==> config.mk <==
export PLATFORM = sky130hd
export DESIGN_NAME = ssm_ram
export DESIGN_NICKNAME = d
export VERILOG_FILES = /design/src/rtl/sparse_scaled_merge_sum_assert.svh /design/src/rtl/ssm_pkg.sv /design/src/rtl/ssm_ram.sv
export SDC_FILE = /design/constraint.sdc
export NUM_CORES = 1
export LEC_CHECK = 0
export ABC_AREA = 1
export BUFFER_PORTS_ARGS = -buffer_cell sky130_fd_sc_hd__buf_2
export CAP_MARGIN = 20
export CORE_AREA = 4 4 103 105
export CTS_CLUSTER_DIAMETER = 150
export DETAILED_ROUTE_END_ITERATION = 10
export DIE_AREA = 0 0 107 109
export MAX_ROUTING_LAYER = met4
export PLACE_DENSITY_LB_ADDON = 0.3
export SYNTH_ARGS = -nofsm -noshare
export SYNTH_HDL_FRONTEND = slang
export SYNTH_SLANG_ARGS = --single-unit
==> constraint.sdc <==
create_clock -name clock -period 1.3 [get_ports clock]
set_input_delay 0.065 -clock clock [delete_from_list [all_inputs] [get_ports clock]]
set_output_delay 0.065 -clock clock [all_outputs]
set_load 0.03 [all_outputs]
==> src/rtl/sparse_scaled_merge_sum_assert.svh <==
// ----------------------------------------------------------------------------
// sparse_scaled_merge_sum_assert.svh
// Assertion macros used by the merge block.
// ----------------------------------------------------------------------------
`ifndef SPARSE_SCALED_MERGE_SUM_ASSERT_SVH
`define SPARSE_SCALED_MERGE_SUM_ASSERT_SVH

// same-cycle implication
`define SSM_ASSERT_IMP(lbl, clk, rst, ante, cons) \
   lbl: assert property (@(posedge clk) disable iff (rst) (ante) |-> (cons)) \
      else $error("ssm: same-cycle check failed");

// next-cycle implication
`define SSM_ASSERT_NXT(lbl, clk, rst, ante, cons) \
   lbl: assert property (@(posedge clk) disable iff (rst) (ante) |=> (cons)) \
      else $error("ssm: next-cycle check failed");

`endif

==> src/rtl/ssm_pkg.sv <==
// ----------------------------------------------------------------------------
// ssm_pkg
// Shared types, codes and helpers of the sparse scaled merge block.
// ----------------------------------------------------------------------------
`timescale 1ns / 1ps

package ssm_pkg;

   localparam int DEFAULT_DEPTH       = 16;
   localparam int DEFAULT_INDEX_WIDTH = 16;
   localparam int Q_WIDTH             = 32;
   localparam int FIELD_INDEX_WIDTH   = 16;
   localparam int ACTION_WIDTH        = 2;
   localparam int CSR_INDEX_WIDTH     = 1;
   localparam int PROD_WIDTH          = 2 * Q_WIDTH;
   localparam int FRAC_BITS           = 16;

   localparam logic [Q_WIDTH-1:0] SCALE_RESET = 32'h0001_0000;

   localparam logic [ACTION_WIDTH-1:0] ACT_LOAD_LEFT  = 2'd0;
   localparam logic [ACTION_WIDTH-1:0] ACT_LOAD_RIGHT = 2'd1;
   localparam logic [ACTION_WIDTH-1:0] ACT_RUN        = 2'd2;

   localparam logic [CSR_INDEX_WIDTH-1:0] CSR_LEFT_SCALE  = 1'd0;
   localparam logic [CSR_INDEX_WIDTH-1:0] CSR_RIGHT_SCALE = 1'd1;

   // which sides contribute to the current result
   typedef struct packed {
      logic use_left;
      logic use_right;
   } sel_type;

   function automatic int addr_width(input int depth);
      return (depth > 1) ? $clog2(depth) : 1;
   endfunction

endpackage

==> src/rtl/ssm_ram.sv <==
// ----------------------------------------------------------------------------
// ssm_ram
// Generic single-write, single-read RAM with registered read data.
// ----------------------------------------------------------------------------
`timescale 1ns / 1ps

module ssm_ram #(
   parameter int WIDTH = 8,
   parameter int DEPTH = 16,
   localparam int AW   = ssm_pkg::addr_width(DEPTH)
) (
   input  logic             clock,
   input  logic             wr_en,
   input  logic [AW-1:0]    wr_addr,
   input  logic [WIDTH-1:0] wr_data,
   input  logic [AW-1:0]    rd_addr,
   output logic [WIDTH-1:0] rd_data
);

   logic [WIDTH-1:0] mem_ff [DEPTH];
   logic [WIDTH-1:0] rd_data_ff;

   always_ff @(posedge clock) begin
      if (wr_en) begin
         mem_ff[wr_addr] <= wr_data;
      end
      rd_data_ff <= mem_ff[rd_addr];
   end

   assign rd_data = rd_data_ff;

endmodule

==> Flow_metrics.wiki, run 1 <==
{| class="wikitable"
! Metric !! Value
|-
| Switching power || 2220 uW
|-
| P_int || 8210 uW
|-
| Max Cap Violations || 0
|-
| Diodes inserted || 0
|-
| Power per Cell Area || 1530 nW/um2
|-
| Relative max-transition margin || 0.753
|-
| Clock network fraction of design power || 0.461
|-
| Transition time at the pin with the least slew margin || 370 ps
|-
| Cell types with the largest area share after synthesis || sky130_fd_sc_hd__edfxtp_1, sky130_fd_sc_hd__nand2_1, sky130_fd_sc_hd__nand3_1
|-
| Class of the tightest hold or removal check || input port to flip-flop
|-
| Yosys synthesis warning count || 0
|-
| Drt first pass iters || 5
|-
| Die Span X || 107 um
|-
| Count of port buffers added during placement || 25
|-
| Part of the power in registers || 0.473
|-
| Antenna viol nets, final || 0
|-
| Average via count per standard cell || 5.18
|-
| Family with the most delay on the worst path || flip-flops
|-
| Flops & latches, synth || 136
|-
| Net count of the mapped netlist || 569
|-
| Library cell with the largest summed area after synthesis || sky130_fd_sc_hd__edfxtp_1
|-
| Relative area change from synthesis to final layout || 18.5%
|-
| Number of design-rule violations left by the first detailed-router iteration || 355
|-
| Unrepaired setup endpoints after global routing || false
|-
| Gate count of the mapped netlist || 551
|-
| Site Rows || 36
|-
| Maximum fanout encountered on the critical timing path || 1
|-
| H-tree lvl count || 4
|-
| Post-synth design cell area || 5770 um2
|-
| Final setup TNS || 0 ps
|-
| Worst voltage drop across the vdd grid || 1.03 mV
|-
| Buffer cell driving the clock tree root || sky130_fd_sc_hd__clkbuf_8
|-
| Clock tree from TritonCTS || yes
|-
| Post-layout min period || 1170 ps
|-
| Post-CTS resize count || 0
|-
| Number of fillers in the final layout || 678
|-
| Net count reported at finish || 625
|-
| WHS || 116 ps
|-
| Layout cell share with drive strength beyond 1 || 0.137
|-
| Number of sinks driven by the clock tree || 136
|-
| Final HPWL from detailed placement || 7.62 mm
|-
| Maximum buffer depth of the clock tree || 2
|-
| Global placement routability congestion || 0.830
|-
| Area of the core || 9640 um2
|-
| Vertical die dimension || 109 um
|-
| Fin crit share || 0.899
|-
| Reported leakage power || 0.00300 uW
|-
| Area enclosed by the die boundary || 11700 um2
|-
| Clock edge transition at the registers on the reported setup and hold paths || 60 ps
|-
| Maximum clock frequency || 0.856 GHz
|-
| Library cells used by synthesis || 12
|-
| Logic pwr share || 0.066
|-
| Max-slew violation count || 0
|-
| Ordered list of cells on the worst path || buf_2
|-
| Portion of synthesized cell area occupied by the leading cell type || 0.667
|-
| Final clock skew || 7.59 ps
|-
| Fin. Hold Viols || 0
|-
| Launching element type of the critical path || flip-flop
|-
| Initial antenna violation count || 0
|-
| Via total after detailed routing || 3897
|-
| Global routing usage summed across all routing layers || 0.241
|-
| Post-Synthesis Mean Instance Area || 10.5 um2
|-
| Arrival time reported for the critical path endpoint || 1100 ps
|-
| Type of element capturing the critical path || primary output
|-
| Count of endpoints failing setup in the final report || 0
|-
| Overflow after GRT || 0
|-
| Switching power share of the total || 0.213
|-
| Wire length after detailed routing || 12.2 mm
|-
| Proportion of synthesized chip area in sequential cells || 0.694
|-
| Initial standard-cell utilization of the core || 0.598
|-
| Post-detailed-route DRC marker count || 0
|-
| Number of global-route vias before repair || 3759
|-
| Global-route wire length before repair || 19.6 mm
|-
| Result of the run || finished, final reports clean
|-
| Clock Latency Late Sink || 530 ps
|-
| Critical path buffer and inverter count || 1
|-
| Top-level I/O count || 26
|-
| Required time at the endpoint of the critical path || 1240 ps
|-
| Inserted Clock Buffers || 17
|-
| Pin count of the biggest net entering global routing || 50
|-
| Category of the most critical setup path || flip-flop to primary output
|-
| Routed length per placed instance || 16.3 um
|-
| Max stage delay cell, worst path || sky130_fd_sc_hd__dfxtp_1
|-
| Largest stage delay on the critical path || 360 ps
|}
## power by group through the flow
| stage | Sequential, uW | Combinational [uW] | Clock, uW |
|---|---|---|---|
| floorplan | 5070 | 346 | 0 |
| global placement | 5020 | 650 | 0 |
| detailed placement | 5020 | 663 | 0 |
| CTS | 4930 | 690 | 4870 |
| global route | 4940 | 760 | 5110 |
| finish | 4930 | 691 | 4810 |
## Yosys cell counts, drive strengths merged
master and n:
nor2 17, inv 102, nand2 173, dfxtp 8, edfxtp 128, buf 24, nand3b 2, nand3 97
## timing repair
action                    4_1_cts  5_1_grt
hold buffers                    9        0
hold endpoints to repair      136        0
setup buffers                   0        0
## layout make-up
cell class / count / area, um2 / share of cell area
sequential: 136 / 4000 / 0.586
tap: 133 / 166 / 0.0244
multi-input combinational: 289 / 1210 / 0.178
inverter: 102 / 383 / 0.0560
clock inverter: 14 / 181 / 0.0265
clock buffer: 18 / 418 / 0.0611
timing repair buffer: 61 / 468 / 0.0685
## cells by family (layout without fill, tap and decap cells)
| group | Yosys count | count (layout) | share of synthesized area |
|---|---|---|---|
| flip-flops | 136 | 136 | 0.694 |
| AND/OR/NAND/NOR | 289 | 289 | 0.210 |
| buffers and inverters | 126 | 195 | 0.0952 |
## state kept, by name (all words and copies together), names as in the netlist
name / cells
mem_ff: 128
rd_data: 8
## path summary, 6_finish.rpt
check                 from         end  slack, ps  cells past startpoint
max reg2reg   mem_ff[0][7]  rd_data[7]        280                      6
min             rd_addr[2]  rd_data[7]        120                      5
max             rd_data[6]  rd_data[6]        130                      1
min reg2reg  mem_ff[10][2]  rd_data[2]        690                      6
## metrics by stage
step                utilization  instances  setup slack [ps]  area [um2]  total power (uW)
floorplan                     -        551               284        5770              5420
finish                    0.709        753               132        6830             10400
global placement          0.637        712               193        6140              5670
detailed placement        0.637        712               167        6140              5680
global route              0.709        753               120        6830             10800
CTS                       0.709        753               135        6830             10500
## placed cells by master, fill, tap and decap left out, types with 6 or more instances in the layout
cell type,instances
sky130_fd_sc_hd__buf_2,25
sky130_fd_sc_hd__buf_4,23
sky130_fd_sc_hd__clkbuf_16,16
sky130_fd_sc_hd__clkinv_2,6
sky130_fd_sc_hd__dfxtp_1,8
sky130_fd_sc_hd__dlygate4sd3_1,9
sky130_fd_sc_hd__edfxtp_1,128
sky130_fd_sc_hd__inv_1,100
sky130_fd_sc_hd__nand2_1,173
sky130_fd_sc_hd__nand3_1,97
sky130_fd_sc_hd__nor2_1,17
## metal layers
layer	vias to the layer above	GRT usage	part of all wire
li1	1886	-	-
met1	1813	0.311	0.41
met2	173	0.361	0.47
met3	25	0.0533	0.086
met4	0	0.128	0.027
met5	-	-	0
No activity file was read; power rests on OpenSTA's default activity.
==> run 2, diff against run 1 <==
--- a/config.mk
+++ b/config.mk
@@ -5,13 +5,12 @@
 export SDC_FILE = /design/constraint.sdc
 export NUM_CORES = 1
 export LEC_CHECK = 0
-export ABC_AREA = 1
 export BUFFER_PORTS_ARGS = -buffer_cell sky130_fd_sc_hd__buf_2
 export CAP_MARGIN = 20
-export CORE_AREA = 4 4 103 105
+export CORE_AREA = 4 4 98 100
 export CTS_CLUSTER_DIAMETER = 150
 export DETAILED_ROUTE_END_ITERATION = 10
-export DIE_AREA = 0 0 107 109
+export DIE_AREA = 0 0 102 104
 export MAX_ROUTING_LAYER = met4
 export PLACE_DENSITY_LB_ADDON = 0.3
 export SYNTH_ARGS = -nofsm -noshare
==> run 2 against run 1 <==
  * Clock skew barely moved
  * Final cell count decreased by 43%
  * Combinational power shrank 15%
  * Via count is 35% lower
  * Core utilization is 2.0 points higher
  * Power fell by 0.48%
  * Wire length shrank 17%
  * Largest power group unchanged
  * Global-route usage shrank 2.7 points
  * Sequential power about the same
  * Count of clock-buffer cells in the layout is 2 higher
  * Largest cell class unchanged
  * Synthesized cell count shrank 58%
==> Flow_metrics.wiki, run 2 <==
{| class="wikitable"
! Metric !! Value
|-
| Top reg by flops || mem_ff (unchanged)
|-
| Proportion of synthesized chip area in sequential cells || 0.778 (was 0.694)
|-
| H-tree lvl count || 4 (unchanged)
|-
| Transition time at the pin with the least slew margin || 862 ps (was 370 ps)
|-
| Post-detailed-route DRC marker count || 0 (unchanged)
|-
| Final critical-path setup slack || 6.45 ps (was 132 ps)
|-
| Global-route wire length before repair || 15.7 mm (was 19.6 mm)
|-
| Pin count of the biggest net entering global routing || 17 (was 50)
|-
| Fin crit share || 0.995 (was 0.899)
|-
| Overflow after GRT || 0 (unchanged)
|-
| Count of endpoints failing setup in the final report || 0 (unchanged)
|-
| Relative max-transition margin || 0.424 (was 0.753)
|-
| Result of the run || finished, final reports clean (unchanged)
|-
| Gate count of the mapped netlist || 229 (was 551)
|-
| Post-layout min period || 1290 ps (was 1170 ps)
|-
| Wire length after detailed routing || 10.1 mm (was 12.2 mm)
|-
| Top-level I/O count || 26 (unchanged)
|-
| Max Cap Violations || 0 (unchanged)
|-
| Maximum buffer depth of the clock tree || 2 (unchanged)
|-
| Max stage delay cell, worst path || sky130_fd_sc_hd__mux4_1 (was sky130_fd_sc_hd__dfxtp_1)
|-
| Power per Cell Area || 1640 nW/um2 (was 1530 nW/um2)
|-
| Commonest cells after routing, fill and taps aside || sky130_fd_sc_hd__edfxtp_1, sky130_fd_sc_hd__buf_4, sky130_fd_sc_hd__mux4_2 (was sky130_fd_sc_hd__nand2_1, sky130_fd_sc_hd__edfxtp_1, sky130_fd_sc_hd__inv_1)
|-
| Buffer cell driving the clock tree root || sky130_fd_sc_hd__clkbuf_8 (unchanged)
|-
| Average via count per standard cell || 5.95 (was 5.18)
|-
| Commonest non-fill, non-tap cell in the layout || sky130_fd_sc_hd__edfxtp_1 (was sky130_fd_sc_hd__nand2_1)
|-
| Initial standard-cell utilization of the core || 0.593 (was 0.598)
|-
| Synth async-reset ratio || 0 (unchanged)
|-
| Relative area change from synthesis to final layout || 22.9% (was 18.5%)
|-
| Type of element capturing the critical path || flip-flop (was primary output)
|-
| Clock edge transition at the registers on the reported setup and hold paths || 60 ps (about the same)
|-
| Post-synth design cell area || 5150 um2 (was 5770 um2)
|-
| Final clock skew || 7.70 ps (was 7.59 ps)
|-
| Net count of the mapped netlist || 247 (was 569)
|-
| Count of port buffers added during placement || 25 (unchanged)
|-
| Cell with the most instances after synthesis || sky130_fd_sc_hd__edfxtp_1 (was sky130_fd_sc_hd__nand2_1)
|-
| Diodes inserted || 0 (unchanged)
|-
| Number of design-rule violations left by the first detailed-router iteration || 222 (was 355)
|-
| Worst voltage drop across the vdd grid || 0.850 mV (was 1.03 mV)
|-
| Die Span X || 102 um (was 107 um)
|-
| Count of flip-flops with a built-in enable after synthesis || 128 (unchanged)
|-
| Antenna viol nets, final || 0 (unchanged)
|-
| Clock tree from TritonCTS || yes (unchanged)
|-
| Launching element type of the critical path || flip-flop (unchanged)
|-
| Maximum fanout encountered on the critical timing path || 1 (unchanged)
|-
| Cell types with the largest area share after synthesis || sky130_fd_sc_hd__edfxtp_1, sky130_fd_sc_hd__mux4_2, sky130_fd_sc_hd__mux4_1 (was sky130_fd_sc_hd__edfxtp_1, sky130_fd_sc_hd__nand2_1, sky130_fd_sc_hd__nand3_1)
|-
| Site Rows || 34 (was 36)
|-
| Flip-flop count of the largest register, all copies and words added || 128 (unchanged)
|-
| Area of the core || 8680 um2 (was 9640 um2)
|-
| Vertical die dimension || 104 um (was 109 um)
|-
| Net count reported at finish || 323 (was 625)
|-
| Reported leakage power || 0.00218 uW (was 0.00300 uW)
|-
| Number of global-route vias before repair || 2706 (was 3759)
|-
| Via total after detailed routing || 2534 (was 3897)
|-
| Category of the most critical setup path || flip-flop to flip-flop (was flip-flop to primary output)
|-
| Area enclosed by the die boundary || 10600 um2 (was 11700 um2)
|-
| Arrival time reported for the critical path endpoint || 1680 ps (was 1100 ps)
|-
| Clock Latency Late Sink || 500 ps (was 530 ps)
|-
| Initial antenna violation count || 0 (unchanged)
|-
| Ordered list of cells on the worst path || mux4_1 -> a22oi_1 -> nand2_1 (was buf_2)
|-
| Global routing usage summed across all routing layers || 0.214 (was 0.241)
|-
| Drt first pass iters || 5 (unchanged)
|-
| Post-Synthesis Mean Instance Area || 22.5 um2 (was 10.5 um2)
|-
| Number of sinks driven by the clock tree || 136 (unchanged)
|-
| Required time at the endpoint of the critical path || 1690 ps (was 1240 ps)
|-
| Top_reg_cell synth || sky130_fd_sc_hd__edfxtp_1 (unchanged)
|-
| Inserted Clock Buffers || 17 (unchanged)
|-
| Final cell count without fillers || 426 (was 753)
|-
| Routed length per placed instance || 23.8 um (was 16.3 um)
|-
| Fin. Hold Viols || 0 (unchanged)
|-
| Placed cell count || 386 (was 712)
|-
| Top cells by count, synth || sky130_fd_sc_hd__edfxtp_1, sky130_fd_sc_hd__mux4_2, sky130_fd_sc_hd__a22oi_1 (was sky130_fd_sc_hd__nand2_1, sky130_fd_sc_hd__edfxtp_1, sky130_fd_sc_hd__inv_1)
|-
| Layout cell share with drive strength beyond 1 || 0.396 (was 0.137)
|-
| Maximum clock frequency || 0.773 GHz (was 0.856 GHz)
|-
| Max-slew violation count || 0 (unchanged)
|-
| Post-Place Setup Slack || -226 ps (was 167 ps)
|-
| Library cells used by synthesis || 19 (was 12)
|-
| Library cell with the largest summed area after synthesis || sky130_fd_sc_hd__edfxtp_1 (unchanged)
|-
| Fraction of the core area covered by cells at the end of the flow || 0.729 (was 0.709)
|-
| Class of the tightest hold or removal check || input port to flip-flop (unchanged)
|-
| Final HPWL from detailed placement || 6.39 mm (was 7.62 mm)
|-
| Portion of synthesized cell area occupied by the leading cell type || 0.747 (was 0.667)
|-
| Yosys synthesis warning count || 0 (unchanged)
|-
| Largest stage delay on the critical path || 510 ps (was 360 ps)
|-
| Flops & latches, synth || 136 (unchanged)
|-
| Global placement routability congestion || 0.767 (was 0.830)
|-
| Unrepaired setup endpoints after global routing || true (was false)
|}
## run 2: through the flow
stage / instance area, um2 / power [uW] / hold WS [ps] / setup TNS, ps
finish: 6320 / 10400 / 129 / 0
global route: 6320 / 10700 / 141 / -168
CTS: 6330 / 10400 / 115 / -9.77
detailed placement: 5630 / 5570 / 460 / -2400
global placement: 5630 / 5550 / 448 / -847
floorplan: 5150 / 5320 / 164 / -863
## run 2: worst max-delay path: cells and delay by family, from the launching register on
family,cells,cell delay [ps]
AO/OA/AOI/OAI,1,210
flip-flops,1,390
multiplexers,1,510
AND/OR/NAND/NOR,1,80
## run 2: path summary, 6_finish.rpt
kind | startpoint | slack [ps] | endpoint | cells past startpoint
min | wr_addr[0] | 130 | mem_ff[4][3] | 3
max reg2reg | mem_ff[0][5] | 6 | rd_data[5] | 3
min reg2reg | mem_ff[14][5] | 670 | rd_data[5] | 3
max | mem_ff[0][5] | 6 | rd_data[5] | 3
## run 2: routing by layer
layer / GRT usage / routed length, um / up-vias
li1: - / - / 1117
met2: 0.341 / 5380 / 108
met5: - / 0 / -
met4: 0.0515 / 88 / 0
met3: 0.0510 / 710 / 10
met1: 0.281 / 3940 / 1299
## run 2: logic make-up after synthesis
kind of cell / after synthesis / share of synthesized area
multiplexers: 32 / 0.150
AND/OR/NAND/NOR: 35 / 0.0318
flip-flops: 136 / 0.778
AO/OA/AOI/OAI: 16 / 0.0233
buffers and inverters: 10 / 0.0168
## run 2: layout make-up
type,instances,area [um2]
clock inverters,12,175
repair buffers,67,510
fillers,521,2350
multi-input cells,83,1060
flip-flops and latches,136,4000
well taps,108,135
clock buffers,20,435
## run 2: power breakdown
part | switching (uW) | total (uW) | leakage [uW] | internal [uW]
Combinational | 332 | 587 | 0.000661 | 255
Clock | 1700 | 4870 | 0.000293 | 3160
Sequential | 29.0 | 4930 | 0.00122 | 4900
Total | 2060 | 10400 | 0.00218 | 8320
## run 2: what timing repair did
| action | CTS | global route |
|---|---|---|
| setup endpoints to repair | 6 | 8 |
| pin swaps | 4 | 7 |
| endpoints found under the hold margin | 128 | 0 |
| resized for setup | 9 | 9 |
| buffers inserted | 0 | 0 |
| hold buffers | 8 | 0 |
==> run 3, diff against run 2 <==
--- a/config.mk
+++ b/config.mk
@@ -7,10 +7,10 @@
 export LEC_CHECK = 0
 export BUFFER_PORTS_ARGS = -buffer_cell sky130_fd_sc_hd__buf_2
 export CAP_MARGIN = 20
-export CORE_AREA = 4 4 98 100
+export CORE_AREA = 4 4 94 105
 export CTS_CLUSTER_DIAMETER = 150
 export DETAILED_ROUTE_END_ITERATION = 10
-export DIE_AREA = 0 0 102 104
+export DIE_AREA = 0 0 98 109
 export MAX_ROUTING_LAYER = met4
 export PLACE_DENSITY_LB_ADDON = 0.3
 export SYNTH_ARGS = -nofsm -noshare
==> run 3 against run 2 <==
  * The flow now finishes with violations (negative setup slack)
  * Power decreased by 2.9%
  * Count of clock-buffer cells in the layout up 1
  * Global-route usage about the same
  * Clock power down 6.2%
  * Sequential cell count did not move
  * Die area increased by 0.70%
  * Wire length down 1.1%
  * Register-to-register slack is essentially flat
  * Sequential share of layout area rose by 0.85 points
  * Worst hold slack worse by 7.6 ps
  * Core utilization down 1.8 points
  * Critical path type unchanged
==> Flow_metrics.wiki, run 3 (synthesis gave the netlist of run 2 again) <==
{| class="wikitable"
! Metric !! Value
|-
| Power per Cell Area || 1620 nW/um2 (was 1640 nW/um2)
|-
| Maximum clock frequency || 0.766 GHz (was 0.773 GHz)
|-
| Drt first pass iters || 4 (was 5)
|-
| Pin count of the biggest net entering global routing || 28 (was 17)
|-
| Violations in the final reports || negative setup slack
|-
| Inserted Clock Buffers || 17 (unchanged)
|-
| Final HPWL from detailed placement || 6.08 mm (was 6.39 mm)
|-
| Site Rows || 36 (was 34)
|-
| Via total after detailed routing || 2473 (was 2534)
|-
| Fraction of the core area covered by cells at the end of the flow || 0.711 (was 0.729)
|-
| Ordered list of cells on the worst path || mux4_2 -> a22oi_2 -> nand2_1 (was mux4_1 -> a22oi_1 -> nand2_1)
|-
| Relative max-transition margin || 0.425 (was 0.424)
|-
| Arrival time reported for the critical path endpoint || 1700 ps (was 1680 ps)
|-
| Number of design-rule violations left by the first detailed-router iteration || 165 (was 222)
|-
| Max Cap Violations || 0 (unchanged)
|-
| H-tree lvl count || 4 (unchanged)
|-
| Clock network fraction of design power || 0.453 (was 0.469)
|-
| Initial standard-cell utilization of the core || 0.586 (was 0.593)
|-
| Clock tree from TritonCTS || yes (unchanged)
|-
| Unrepaired setup endpoints after global routing || true (unchanged)
|-
| Part of the power in registers || 0.490 (was 0.475)
|-
| Diodes inserted || 0 (unchanged)
|-
| Final clock skew || 5.54 ps (was 7.70 ps)
|-
| Final critical-path setup slack || -6.25 ps (was 6.45 ps)
|-
| Max stage delay cell, worst path || sky130_fd_sc_hd__mux4_2 (was sky130_fd_sc_hd__mux4_1)
|-
| Clock Latency Late Sink || 510 ps (was 500 ps)
|-
| Class of the tightest hold or removal check || input port to flip-flop (unchanged)
|-
| Net count reported at finish || 317 (was 323)
|-
| Result of the run || finished with violations (was finished, final reports clean)
|-
| Buffer cell driving the clock tree root || sky130_fd_sc_hd__clkbuf_8 (unchanged)
|-
| Layout cell share with drive strength beyond 1 || 0.372 (was 0.396)
|-
| Area enclosed by the die boundary || 10700 um2 (was 10600 um2)
|-
| Area of the core || 8780 um2 (was 8680 um2)
|-
| Clock edge transition at the registers on the reported setup and hold paths || 60 ps (about the same)
|-
| Antenna viol nets, final || 0 (unchanged)
|-
| Commonest non-fill, non-tap cell in the layout || sky130_fd_sc_hd__edfxtp_1 (unchanged)
|-
| Post-layout min period || 1310 ps (was 1290 ps)
|-
| Transition time at the pin with the least slew margin || 861 ps (was 862 ps)
|-
| Type of element capturing the critical path || flip-flop (unchanged)
|-
| Setup slack of the most critical reg-to-reg path || -6 ps (was 6 ps)
|-
| Critical path buffer and inverter count || 0 (unchanged)
|-
| Die Span X || 98 um (was 102 um)
|-
| Number of sinks driven by the clock tree || 136 (unchanged)
|-
| Wire length after detailed routing || 10.0 mm (was 10.1 mm)
|-
| Logic pwr share || 0.057 (about the same)
|-
| Global placement routability congestion || 0.780 (was 0.767)
|-
| Fin crit share || 1.00 (was 0.995)
|-
| Family with the most delay on the worst path || multiplexers (unchanged)
|-
| Switching power share of the total || 0.198 (was 0.199)
|-
| P_int || 8080 uW (was 8320 uW)
|-
| Average via count per standard cell || 5.81 (was 5.95)
|-
| Top-level I/O count || 26 (unchanged)
|-
| Fin. Hold Viols || 0 (unchanged)
|-
| Count of port buffers added during placement || 25 (unchanged)
|-
| Cell area after layout || 6240 um2 (was 6320 um2)
|-
| Post-CTS setup-driven buffer insertion count || 0 (unchanged)
|-
| Global routing usage summed across all routing layers || 0.214 (about the same)
|-
| Commonest cells after routing, fill and taps aside || sky130_fd_sc_hd__edfxtp_1, sky130_fd_sc_hd__buf_4, sky130_fd_sc_hd__mux4_2, sky130_fd_sc_hd__buf_2, sky130_fd_sc_hd__clkbuf_16 (was sky130_fd_sc_hd__edfxtp_1, sky130_fd_sc_hd__buf_4, sky130_fd_sc_hd__mux4_2)
|-
| Overflow after GRT || 0 (unchanged)
|-
| Initial antenna violation count || 0 (unchanged)
|-
| Number of fillers in the final layout || 546 (was 521)
|-
| Top reg by flops || mem_ff (unchanged)
|-
| Maximum fanout encountered on the critical timing path || 1 (unchanged)
|-
| Switching power || 2000 uW (was 2060 uW)
|-
| Post-place instance area || 5570 um2 (was 5630 um2)
|-
| Required time at the endpoint of the critical path || 1690 ps (about the same)
|-
| Count of endpoints failing setup in the final report || 1 (was 0)
|-
| Flip-flop count of the largest register, all copies and words added || 128 (unchanged)
|-
| Global-route wire length before repair || 15.4 mm (was 15.7 mm)
|-
| Category of the most critical setup path || flip-flop to flip-flop (unchanged)
|-
| Routed length per placed instance || 23.5 um (was 23.8 um)
|-
| Reported leakage power || 0.00213 uW (was 0.00218 uW)
|-
| WHS || 122 ps (was 129 ps)
|-
| Maximum buffer depth of the clock tree || 2 (unchanged)
|-
| Vertical die dimension || 109 um (was 104 um)
|-
| Final setup TNS || -6.25 ps (was 0 ps)
|-
| Post-detailed-route DRC marker count || 0 (unchanged)
|-
| Relative area change from synthesis to final layout || 21.2% (was 22.9%)
|-
| Number of global-route vias before repair || 2636 (was 2706)
|-
| Worst voltage drop across the vdd grid || 0.884 mV (was 0.850 mV)
|-
| Launching element type of the critical path || flip-flop (unchanged)
|-
| Max-slew violation count || 0 (unchanged)
|-
| Largest stage delay on the critical path || 470 ps (was 510 ps)
|-
| Final Total Pwr || 10100 uW (was 10400 uW)
|}
-- run 3: changes by cell type in the layout (fill, tap and decap cells not counted), sizes merged --
| cell | change |
|---|---|
| bufinv | -1 |
| inv | -1 |
| buf | -6 |
| clkinvlp | -1 |
| clkinv | +2 |
| clkbuf | +1 |
-- run 3: worst register-to-register path, stage by stage (launching register included) --
cell,delay [ps]
sky130_fd_sc_hd__edfxtp_1,370
sky130_fd_sc_hd__mux4_2,470
sky130_fd_sc_hd__a22oi_2,250
sky130_fd_sc_hd__nand2_1,90
-- run 3: metrics by stage --
step | instances | worst slack (ps)
final | 426 | -6.25
after floorplan | 229 | -31.1
after detailed placement | 386 | -244
after global placement | 386 | -218
after global routing | 426 | -58.0
after CTS | 426 | -1.03
-- run 3: worst paths after layout --
path                      start  cells past startpoint           end
setup / recovery   mem_ff[2][1]                      3    rd_data[1]
hold / removal       wr_addr[0]                      3  mem_ff[8][0]
setup reg to reg   mem_ff[2][1]                      3    rd_data[1]
hold reg to reg   mem_ff[11][3]                      3    rd_data[3]
-- run 3: final cells by class --
cell class | instances | area [um2] | share of cell area
clock inverter | 11 | 129 | 0.0206
sequential | 136 | 4000 | 0.642
multi-input combinational | 83 | 1090 | 0.174
clock buffer | 21 | 439 | 0.0704
tap | 114 | 143 | 0.0229
timing repair buffer | 61 | 440 | 0.0706
-- run 3: repair_timing --
item / in CTS / in global routing
pin swaps: 4 / 5
hold buffers: 8 / 0
endpoints found under the setup margin: 6 / 7
hold endpoints to repair: 128 / 0
cloned: 0 / 0
gates resized for setup: 8 / 9
-- run 3: power groups by stage --
stage	Sequential (uW)	Combinational, uW	Clock (uW)
after global placement	5020	516	0
after detailed placement	5020	536	0
final	4930	574	4570
after floorplan	5070	249	0
after global routing	4940	616	4880
after CTS	4940	572	4660
-- run 3: routing by layer --
| metal | GRT usage | wire, um |
|---|---|---|
| met3 | 0.0563 | 750 |
| met5 | - | 0 |
| met1 | 0.279 | 4130 |
| met2 | 0.325 | 4990 |
| met4 | 0.0900 | 142 |
